`src/rtl/core/tpr_pkg.sv`:
```
// ----------------------------------------------------------------------------
// tpr_pkg
// Types and constants shared by the trapezoidal position ramp modules.
// ----------------------------------------------------------------------------
`default_nettype none
package tpr_pkg;
	localparam int unsigned CfgW = 31;
	localparam int unsigned CfgIdxW = 2;
	localparam logic [CfgIdxW-1:0] REG_VEL_LIMIT = 2'd0;
	localparam logic [CfgIdxW-1:0] REG_ACC_LIMIT = 2'd1;
	localparam logic [CfgIdxW-1:0] REG_DEC_LIMIT = 2'd2;
	localparam logic [CfgW-1:0] CFG_RESET = 31'd65536;
	localparam logic [63:0] SMALL_ERR = 64'd327680;

	// Multiplier operation request
	typedef struct packed {
		logic        start;
		logic [63:0] a;
		logic [63:0] b;
	} mul_req_t;

	// Square-root request
	typedef struct packed {
		logic        start;
		logic [63:0] x;
	} sqrt_req_t;
endpackage
`default_nettype wire

```
`src/rtl/core/tpr_serial_mul.sv`:
```
// ----------------------------------------------------------------------------
// tpr_serial_mul
// Shift-and-add multiplier, one multiplier bit per cycle, 64-bit product.
// ----------------------------------------------------------------------------
`default_nettype none
module tpr_serial_mul
	import tpr_pkg::*;
(
	input  wire logic        clk,
	input  wire logic        arst_n,
	input  wire mul_req_t    req,
	output logic             done,
	output logic [63:0]      prod
);
	logic [63:0] mcand_q;
	logic [63:0] mplier_q;
	logic [63:0] acc_q;
	logic [6:0]  cnt_q;
	logic        busy_q;

	// One bit of the multiplier consumed per cycle
	always_ff @(posedge clk or negedge arst_n) begin
		if (!arst_n) begin
			busy_q <= 1'b0;
			cnt_q  <= '0;
			done   <= 1'b0;
		end else begin
			done <= 1'b0;
			if (req.start) begin
				busy_q <= 1'b1;
				cnt_q  <= '0;
			end else if (busy_q) begin
				if (cnt_q == 7'd63) begin
					busy_q <= 1'b0;
					done   <= 1'b1;
				end
				cnt_q <= cnt_q + 7'd1;
			end
		end
	end

	always_ff @(posedge clk) begin
		if (req.start) begin
			mcand_q  <= req.a;
			mplier_q <= req.b;
			acc_q    <= '0;
		end else if (busy_q) begin
			if (mplier_q[0])
				acc_q <= acc_q + mcand_q;
			mcand_q  <= {mcand_q[62:0], 1'b0};
			mplier_q <= {1'b0, mplier_q[63:1]};
		end
	end

	assign prod = acc_q;
endmodule
`default_nettype wire

```
`src/rtl/core/tpr_serial_sqrt.sv`:
```
// ----------------------------------------------------------------------------
// tpr_serial_sqrt
// Digit-by-digit integer square root, one result bit per cycle.
// ----------------------------------------------------------------------------
`default_nettype none
module tpr_serial_sqrt
	import tpr_pkg::*;
(
	input  wire logic        clk,
	input  wire logic        arst_n,
	input  wire sqrt_req_t   req,
	output logic             done,
	output logic [31:0]      root
);
	logic [63:0] rad_q;
	logic [33:0] rem_q;
	logic [31:0] root_q;
	logic [5:0]  cnt_q;
	logic        busy_q;
	logic [33:0] trial;
	logic [33:0] rem_sh;

	// Bring down two radicand bits and try the next root bit
	assign rem_sh = {rem_q[31:0], rad_q[63:62]};
	assign trial  = {root_q, 2'b01};

	always_ff @(posedge clk or negedge arst_n) begin
		if (!arst_n) begin
			busy_q <= 1'b0;
			cnt_q  <= '0;
			done   <= 1'b0;
		end else begin
			done <= 1'b0;
			if (req.start) begin
				busy_q <= 1'b1;
				cnt_q  <= '0;
			end else if (busy_q) begin
				if (cnt_q == 6'd31) begin
					busy_q <= 1'b0;
					done   <= 1'b1;
				end
				cnt_q <= cnt_q + 6'd1;
			end
		end
	end

	always_ff @(posedge clk) begin
		if (req.start) begin
			rad_q  <= req.x;
			rem_q  <= '0;
			root_q <= '0;
		end else if (busy_q) begin
			rad_q <= {rad_q[61:0], 2'b00};
			if (rem_sh >= trial) begin
				rem_q  <= rem_sh - trial;
				root_q <= {root_q[30:0], 1'b1};
			end else begin
				rem_q  <= rem_sh;
				root_q <= {root_q[30:0], 1'b0};
			end
		end
	end

	assign root = root_q;
endmodule
`default_nettype wire

```
`src/rtl/core/trapezoidal_position_ramp_core.sv`:
```
// ----------------------------------------------------------------------------
// trapezoidal_position_ramp_core
// Trapezoidal velocity profile generator with serial multiply and square root.
// ----------------------------------------------------------------------------
// Usage: an input transaction (target_position, time_step) on in_valid/in_ready
// produces one output transaction (position, velocity) on out_valid/out_ready.
// Configuration is written through cfg_we/cfg_index/cfg_data; the user must
// write it only while idle, which the core does not enforce. Index 3 is ignored
// and the data port carries the 31 register bits. One transaction at a time.
// The shared bit-serial multiplier is used four times: |E|*2D, V*V, A*dt and
// |V|*dt, and the serial square root runs when the braking curve applies and
// the error is not below SMALL_ERR. in_ready returns in the same cycle that
// the result is loaded into the output register.
// The result sits in an output register; the next input is accepted once the
// result is loaded there, even while the receiver stalls, but the following
// result waits until the held one is taken, and input waits behind it.
// Reset clears position and velocity to zero and the limits to 1.0.
`default_nettype none
module trapezoidal_position_ramp_core
	import tpr_pkg::*;
(
	input  wire logic               clk,
	input  wire logic               arst_n,
	input  wire logic               cfg_we,
	input  wire logic [CfgIdxW-1:0] cfg_index,
	input  wire logic [CfgW-1:0]    cfg_data,
	input  wire logic               in_valid,
	output logic                    in_ready,
	input  wire logic signed [31:0] target_position,
	input  wire logic [15:0]        time_step,
	output logic                    out_valid,
	input  wire logic               out_ready,
	output logic signed [31:0]      position,
	output logic signed [31:0]      velocity
);
	localparam logic [3:0] ST_IDLE  = 4'd0;
	localparam logic [3:0] ST_M_ED  = 4'd1;
	localparam logic [3:0] ST_M_VV  = 4'd2;
	localparam logic [3:0] ST_DEC   = 4'd3;
	localparam logic [3:0] ST_SQRT  = 4'd4;
	localparam logic [3:0] ST_M_AD  = 4'd5;
	localparam logic [3:0] ST_VEL   = 4'd6;
	localparam logic [3:0] ST_M_PD  = 4'd7;
	localparam logic [3:0] ST_POS   = 4'd8;
	localparam logic [3:0] ST_OUT   = 4'd9;

	logic [3:0]          state_q;
	logic [CfgW-1:0]     vlim_q, alim_q, dlim_q;
	logic signed [31:0]  pos_q, vel_q;
	logic signed [32:0]  err_q;
	logic [15:0]         dt_q;
	logic [63:0]         ed_q;
	logic signed [33:0]  sp_q;
	logic                mstart_q, sstart_q;
	logic [63:0]         ma_q, mb_q;
	mul_req_t            mreq;
	sqrt_req_t           sreq;
	logic                mdone, sdone;
	logic [63:0]         prod;
	logic [31:0]         root;
	logic [32:0]         aerr;
	logic [31:0]         avel;
	logic signed [34:0]  verr;
	logic signed [34:0]  vnew;
	logic [63:0]         dp;
	logic signed [33:0]  pnew;
	logic signed [32:0]  ein;
	logic [32:0]         ain;

	assign aerr = err_q[32] ? 33'(-err_q) : 33'(err_q);
	assign avel = vel_q[31] ? 32'(-vel_q) : 32'(vel_q);
	assign verr = 35'(sp_q) - 35'(vel_q);
	assign dp   = prod >> 16;
	assign pnew = vel_q[31] ? 34'(pos_q) - 34'(dp[33:0]) : 34'(pos_q) + 34'(dp[33:0]);

	// error of the incoming target and its magnitude
	assign ein = 33'(target_position) - 33'(pos_q);
	assign ain = ein[32] ? 33'(-ein) : 33'(ein);

	assign mreq = '{start: mstart_q, a: ma_q, b: mb_q};
	assign sreq = '{start: sstart_q, x: ed_q};

	tpr_serial_mul u_mul (.clk(clk), .arst_n(arst_n), .req(mreq), .done(mdone), .prod(prod));
	tpr_serial_sqrt u_sqrt (.clk(clk), .arst_n(arst_n), .req(sreq), .done(sdone), .root(root));

	assign in_ready = (state_q == ST_IDLE);

	// Velocity step toward the set point, limit in prod
	always_comb begin
		logic [34:0] mag;
		mag = verr[34] ? 35'(-verr) : 35'(verr);
		if (mag > 35'(prod[63:16]))
			vnew = verr[34] ? 35'(vel_q) - 35'(prod[63:16])
				: 35'(vel_q) + 35'(prod[63:16]);
		else
			vnew = 35'(sp_q);
	end

	// Configuration registers
	always_ff @(posedge clk or negedge arst_n) begin
		if (!arst_n) begin
			vlim_q <= CFG_RESET;
			alim_q <= CFG_RESET;
			dlim_q <= CFG_RESET;
		end else if (cfg_we) begin
			case (cfg_index)
				REG_VEL_LIMIT: vlim_q <= cfg_data;
				REG_ACC_LIMIT: alim_q <= cfg_data;
				REG_DEC_LIMIT: dlim_q <= cfg_data;
				default: ;
			endcase
		end
	end

	// Sequencer
	always_ff @(posedge clk or negedge arst_n) begin
		if (!arst_n) begin
			state_q   <= ST_IDLE;
			pos_q     <= '0;
			vel_q     <= '0;
			out_valid <= 1'b0;
			mstart_q  <= 1'b0;
			sstart_q  <= 1'b0;
			err_q     <= '0;
			dt_q      <= '0;
			ed_q      <= '0;
			sp_q      <= '0;
			ma_q      <= '0;
			mb_q      <= '0;
			position  <= '0;
			velocity  <= '0;
		end else begin
			mstart_q <= 1'b0;
			sstart_q <= 1'b0;
			if (out_valid && out_ready && state_q != ST_OUT)
				out_valid <= 1'b0;
			case (state_q)
				ST_IDLE: begin
					if (in_valid) begin
						err_q    <= ein;
						dt_q     <= time_step;
						state_q  <= ST_M_ED;
						mstart_q <= 1'b1;
						ma_q     <= 64'(ain);
						mb_q     <= 64'({dlim_q, 1'b0});
					end
				end
				ST_M_ED: begin
					// wait for |E|*2D, then square the velocity
					if (mdone) begin
						ed_q     <= prod;
						state_q  <= ST_M_VV;
						mstart_q <= 1'b1;
						ma_q     <= 64'(avel);
						mb_q     <= 64'(avel);
					end
				end
				ST_M_VV: begin
					if (mdone) begin
						state_q <= ST_DEC;
					end
				end
				ST_DEC: begin
					if (ed_q <= prod) begin
						if (64'(aerr) < SMALL_ERR) begin
							sp_q     <= 34'(err_q) <<< 1;
							state_q  <= ST_M_AD;
							mstart_q <= 1'b1;
						end else begin
							sstart_q <= 1'b1;
							state_q  <= ST_SQRT;
						end
					end else begin
						sp_q     <= err_q[32] ? -34'(vlim_q)
							: (err_q == '0 ? '0 : 34'(vlim_q));
						state_q  <= ST_M_AD;
						mstart_q <= 1'b1;
					end
					ma_q <= 64'(alim_q);
					mb_q <= 64'(dt_q);
				end
				ST_SQRT: begin
					if (sdone) begin
						sp_q     <= err_q[32] ? -34'(root) : 34'(root);
						state_q  <= ST_M_AD;
						mstart_q <= 1'b1;
					end
				end
				ST_M_AD: begin
					if (mdone) state_q <= ST_VEL;
				end
				ST_VEL: begin
					if (vnew > 35'sd2147483647)
						vel_q <= 32'sh7FFFFFFF;
					else if (vnew < -35'sd2147483648)
						vel_q <= 32'sh80000000;
					else
						vel_q <= vnew[31:0];
					state_q <= ST_M_PD;
				end
				ST_M_PD: begin
					// vel_q updated; launch |V|*dt
					ma_q     <= 64'(avel);
					mb_q     <= 64'(dt_q);
					mstart_q <= 1'b1;
					state_q  <= ST_POS;
				end
				ST_POS: begin
					if (mdone) begin
						if (pnew > 34'sd2147483647)
							pos_q <= 32'sh7FFFFFFF;
						else if (pnew < -34'sd2147483648)
							pos_q <= 32'sh80000000;
						else
							pos_q <= pnew[31:0];
						state_q <= ST_OUT;
					end
				end
				ST_OUT: begin
					if (!out_valid || out_ready) begin
						out_valid <= 1'b1;
						position  <= pos_q;
						velocity  <= vel_q;
						state_q   <= ST_IDLE;
					end
				end
				default: state_q <= ST_IDLE;
			endcase
		end
	end
endmodule
`default_nettype wire

```
`config.mk`:
```
export PLATFORM = sky130hd
export DESIGN_NAME = trapezoidal_position_ramp_core
export DESIGN_NICKNAME = d
export VERILOG_FILES = /design/src/rtl/core/tpr_pkg.sv /design/src/rtl/core/tpr_serial_mul.sv /design/src/rtl/core/tpr_serial_sqrt.sv /design/src/rtl/core/trapezoidal_position_ramp_core.sv
export SDC_FILE = /design/constraint.sdc
export NUM_CORES = 2
export LEC_CHECK = 0
export BUFFER_PORTS_ARGS = -buffer_cell sky130_fd_sc_hd__buf_2
export CAP_MARGIN = 20
export CELL_PAD_IN_SITES_DETAIL_PLACEMENT = 0
export CELL_PAD_IN_SITES_GLOBAL_PLACEMENT = 1
export CORE_MARGIN = 2
export CORE_UTILIZATION = 45
export DETAILED_ROUTE_END_ITERATION = 10
export PLACE_DENSITY = 0.77
export REMOVE_ABC_BUFFERS = 1
export SLEW_MARGIN = 20
export SYNTH_ARGS = -nofsm -noshare
export SYNTH_HDL_FRONTEND = slang
export SYNTH_SLANG_ARGS = --single-unit
export TNS_END_PERCENT = 1
```
`constraint.sdc`:
```
create_clock -name clk -period 8.2 [get_ports clk]
set_input_delay 1.23 -clock clk [delete_from_list [all_inputs] [get_ports clk]]
set_output_delay 1.23 -clock clk [all_outputs]
set_load 0.02 [all_outputs]
```
==> out/results.ini <==
[logic_synthesis]
synth_enable_flop_cells=160
synthDominantCellAreaShare_pct=22.6
synth_top_flop_cell=dfrtp_1
synth_area_leaders=dfrtp_1 23%, edfxtp_1 9.6%, ha_1 8.4%, mux2_2 5.2%, dfxtp_1 5.1%
post_synth_xor_area_fraction_pct=6.45
ys_async_sr_fraction_pct=61.3
avg_cell_area_syn_um2=8.92
synth_mux_area_share_pct=6.87
synth_area_leader_cell=dfrtp_1
synth_top_family_by_area=compound AO/OA/AOI/OAI gates
syn_inst=5632
synth_compound_gate_area_share_pct=20.7
synth-warning-count=0
synth_cell_type_count=96
synth-seq-area-share_pct=37.5
synth_adder_area_share_pct=8.60
synthSimpleGateAreaFrac_pct=15.9
synth.cell_area_um2=50200
postSynthRegisterBits=745

[clock_network]
clock_h_tree_levels=3
root_buffer=clkbuf_16
clk-insertion-delay-late_ps=700
cts_hold_buffers=0
postCtsResizedCells=0
tritoncts=built
cts_made_buffers=89
post_cts_setup_buffers=0
cts.sink_count=745
clk_transition_reported_paths_ps=60
cts_max_path_buffers=3

[die]
die-width_um=338
dieHeight_um=338
full_die_area_um2=114000
io_pins=152
placeableCoreArea_um2=111000
floorplan.initialDensity_pct=45.4
placementRows=122

[timing]
finalHoldWorstSlack_ps=474
fmaxAchievable_mhz=132
timing.max_slew.rel_slack_pct=29.0
report.final.hold_viol_count=0
finalCriticalPeriod_ps=7550
post-route-period-util_pct=92.1
timing.final.setup_violations=0
fin_skew_ps=39.3
rsz0062_at_grt=false
tightestPinTransition_ps=1060
report.final.slew_viol_count=0
tns_ps=0

[drt]
avgViaCountPerCell=6.01
met3_wirelength_um=11200
route.met2.wl_um=82300
drt-met1-wl_um=78800
finalWirelength_um=183000
maxUsedRoutingLayer=met5
final_routed_drc_violation_total=0
detailedRoute.firstIterationViolations=3640
dr_total_vias=43500
first_pass_iters=6
antenna_left=0
wire_per_inst_um=25.3

[global_routing]
grt_overflow=0
grt_usage_pct=31.6
first_global_vias=41300
grt_antenna_before_repair=7
global_route_wire_length_before_repair_um=269000
largest_net_degree_at_the_start_of_global_routing=167

[placement]
placement.io_buffers=151
place_congestion=1.01
detailed_place_hpwl_um=141000

[layout]
area_growth_pct=10.7
share_of_cells_above_drive_strength_1_pct=11.7
final.fill_count=10500
number_of_nets_in_the_final_layout=6097
layout.cells.most_common=nand2_1
most_frequent_cells_in_the_layout=616 x nand2_1, 460 x nor2_1, 449 x dfrtp_1

[setup_path]
required_ps=8830
critPathMaxFanout=30
startpoint_type=register
cp.arrival_ps=8180
critPathCaptureType=register
timing_worst_setup_path_type=reg -> reg

[min_path]
worstHoldPathType=in -> async

[run]
maxCapViolations=0

[status]
status=complete, no violations

kinds of logic (layout without fill, tap and decap cells):
kind of cell,after synthesis,count (layout)
fa+ha+maj,342,342
mux,316,316
simple gates,1720,1720
xor+xnor,370,370
compound gates,1618,1618
flops,745,745
buf+inv,521,634
other cells,0,2
final cells by class:
type | count | area (µm²) | area share, %
multi-input cells | 4366 | 29500 | 53.2
flip-flops and latches | 745 | 18800 | 33.9
clock buffers | 125 | 2490 | 4.49
well taps | 1488 | 1860 | 3.35
repair buffers | 225 | 1360 | 2.44
inverters | 242 | 908 | 1.63
clock inverters | 42 | 591 | 1.06
diodes | 2 | 5.00 | 0.00900
flip-flops by register name, summed over array words and instances (netlist names), 33 cells and up:
register and flops:
ed_q 64, u_mul.mcand_q 64, u_mul.prod 64, u_sqrt.rad_q 64
sp_q 34, err_q 33, ma_q 33
Yosys cell counts, drive strengths merged (26+ instances only):
cell type    n
nand2      619
dfrtp      454
ha         337
a31oi       44
inv        242
a221oi      35
a211oi      82
o21a        58
o22a        32
o31ai       66
clkbuf     243
a2bb2oi     26
dfxtp      128
a22oi       32
edfxtp     160
o211ai      38
or3         47
nor3        86
and3        34
nand3       92
mux2       231
o21bai      29
a21o       156
mux2i       85
o21ai      444
xnor2      271
buf         36
nand4       78
and2        40
nor2b       73
nor2       465
a21oi      390
xor2        99
nand2b      39
nor4        44
per-stage QoR:
stage / setup slack (ps) / util (%) / area (µm²) / cells
after floorplan: -135 / - / 49100 / 5353
after global placement: 916 / 47.4 / 52500 / 7065
after CTS: 803 / 50.2 / 55600 / 7232
final: 651 / 50.2 / 55600 / 7235
after detailed placement: 838 / 47.4 / 52500 / 7065
after global routing: 268 / 50.2 / 55600 / 7233
metal layers:
| layer | GRT usage (%) | up-vias |
|---|---|---|
| met5 | 0 | - |
| met4 | 15.9 | 4 |
| met3 | 5.06 | 344 |
| met2 | 49.8 | 1412 |
| met1 | 42.0 | 21200 |
| li1 | - | 20500 |
critical path, stage by stage (launching register included):
cell and delay [ps]:
dfrtp_1 460, inv_1 160, fa_1 500, a211oi_1 280, o21ai_1 190, nand4_1 270
a211oi_1 160, o2111ai_1 280, nand2_1 100, and2_1 200, o21ai_2 520, buf_4 250
a21oi_1 50, xnor2_1 170, ha_1 350, a21o_1 230, nor3_1 320, a211oi_1 140
or3_1 420, o31ai_1 440, a22o_1 320, a311oi_1 130, a311oi_1 400, nor4_1 160
o31ai_4 280, buf_4 450, o22a_1 220
final timing paths:
check,from,to,slack [ps],cells after the start
max,vel_q[1],vel_q[11],650,26
min,arst_n,err_q[29],470,1
max reg2reg,vel_q[1],vel_q[11],650,26
min reg2reg,position[1],position[1],470,2
max in group asynchronous,arst_n,u_sqrt.busy_q,6190,2
min in group clk,position[1],position[1],470,2
Power is not shown: default switching activity piles up to over one toggle a cycle in this logic, so the estimate is an artifact.
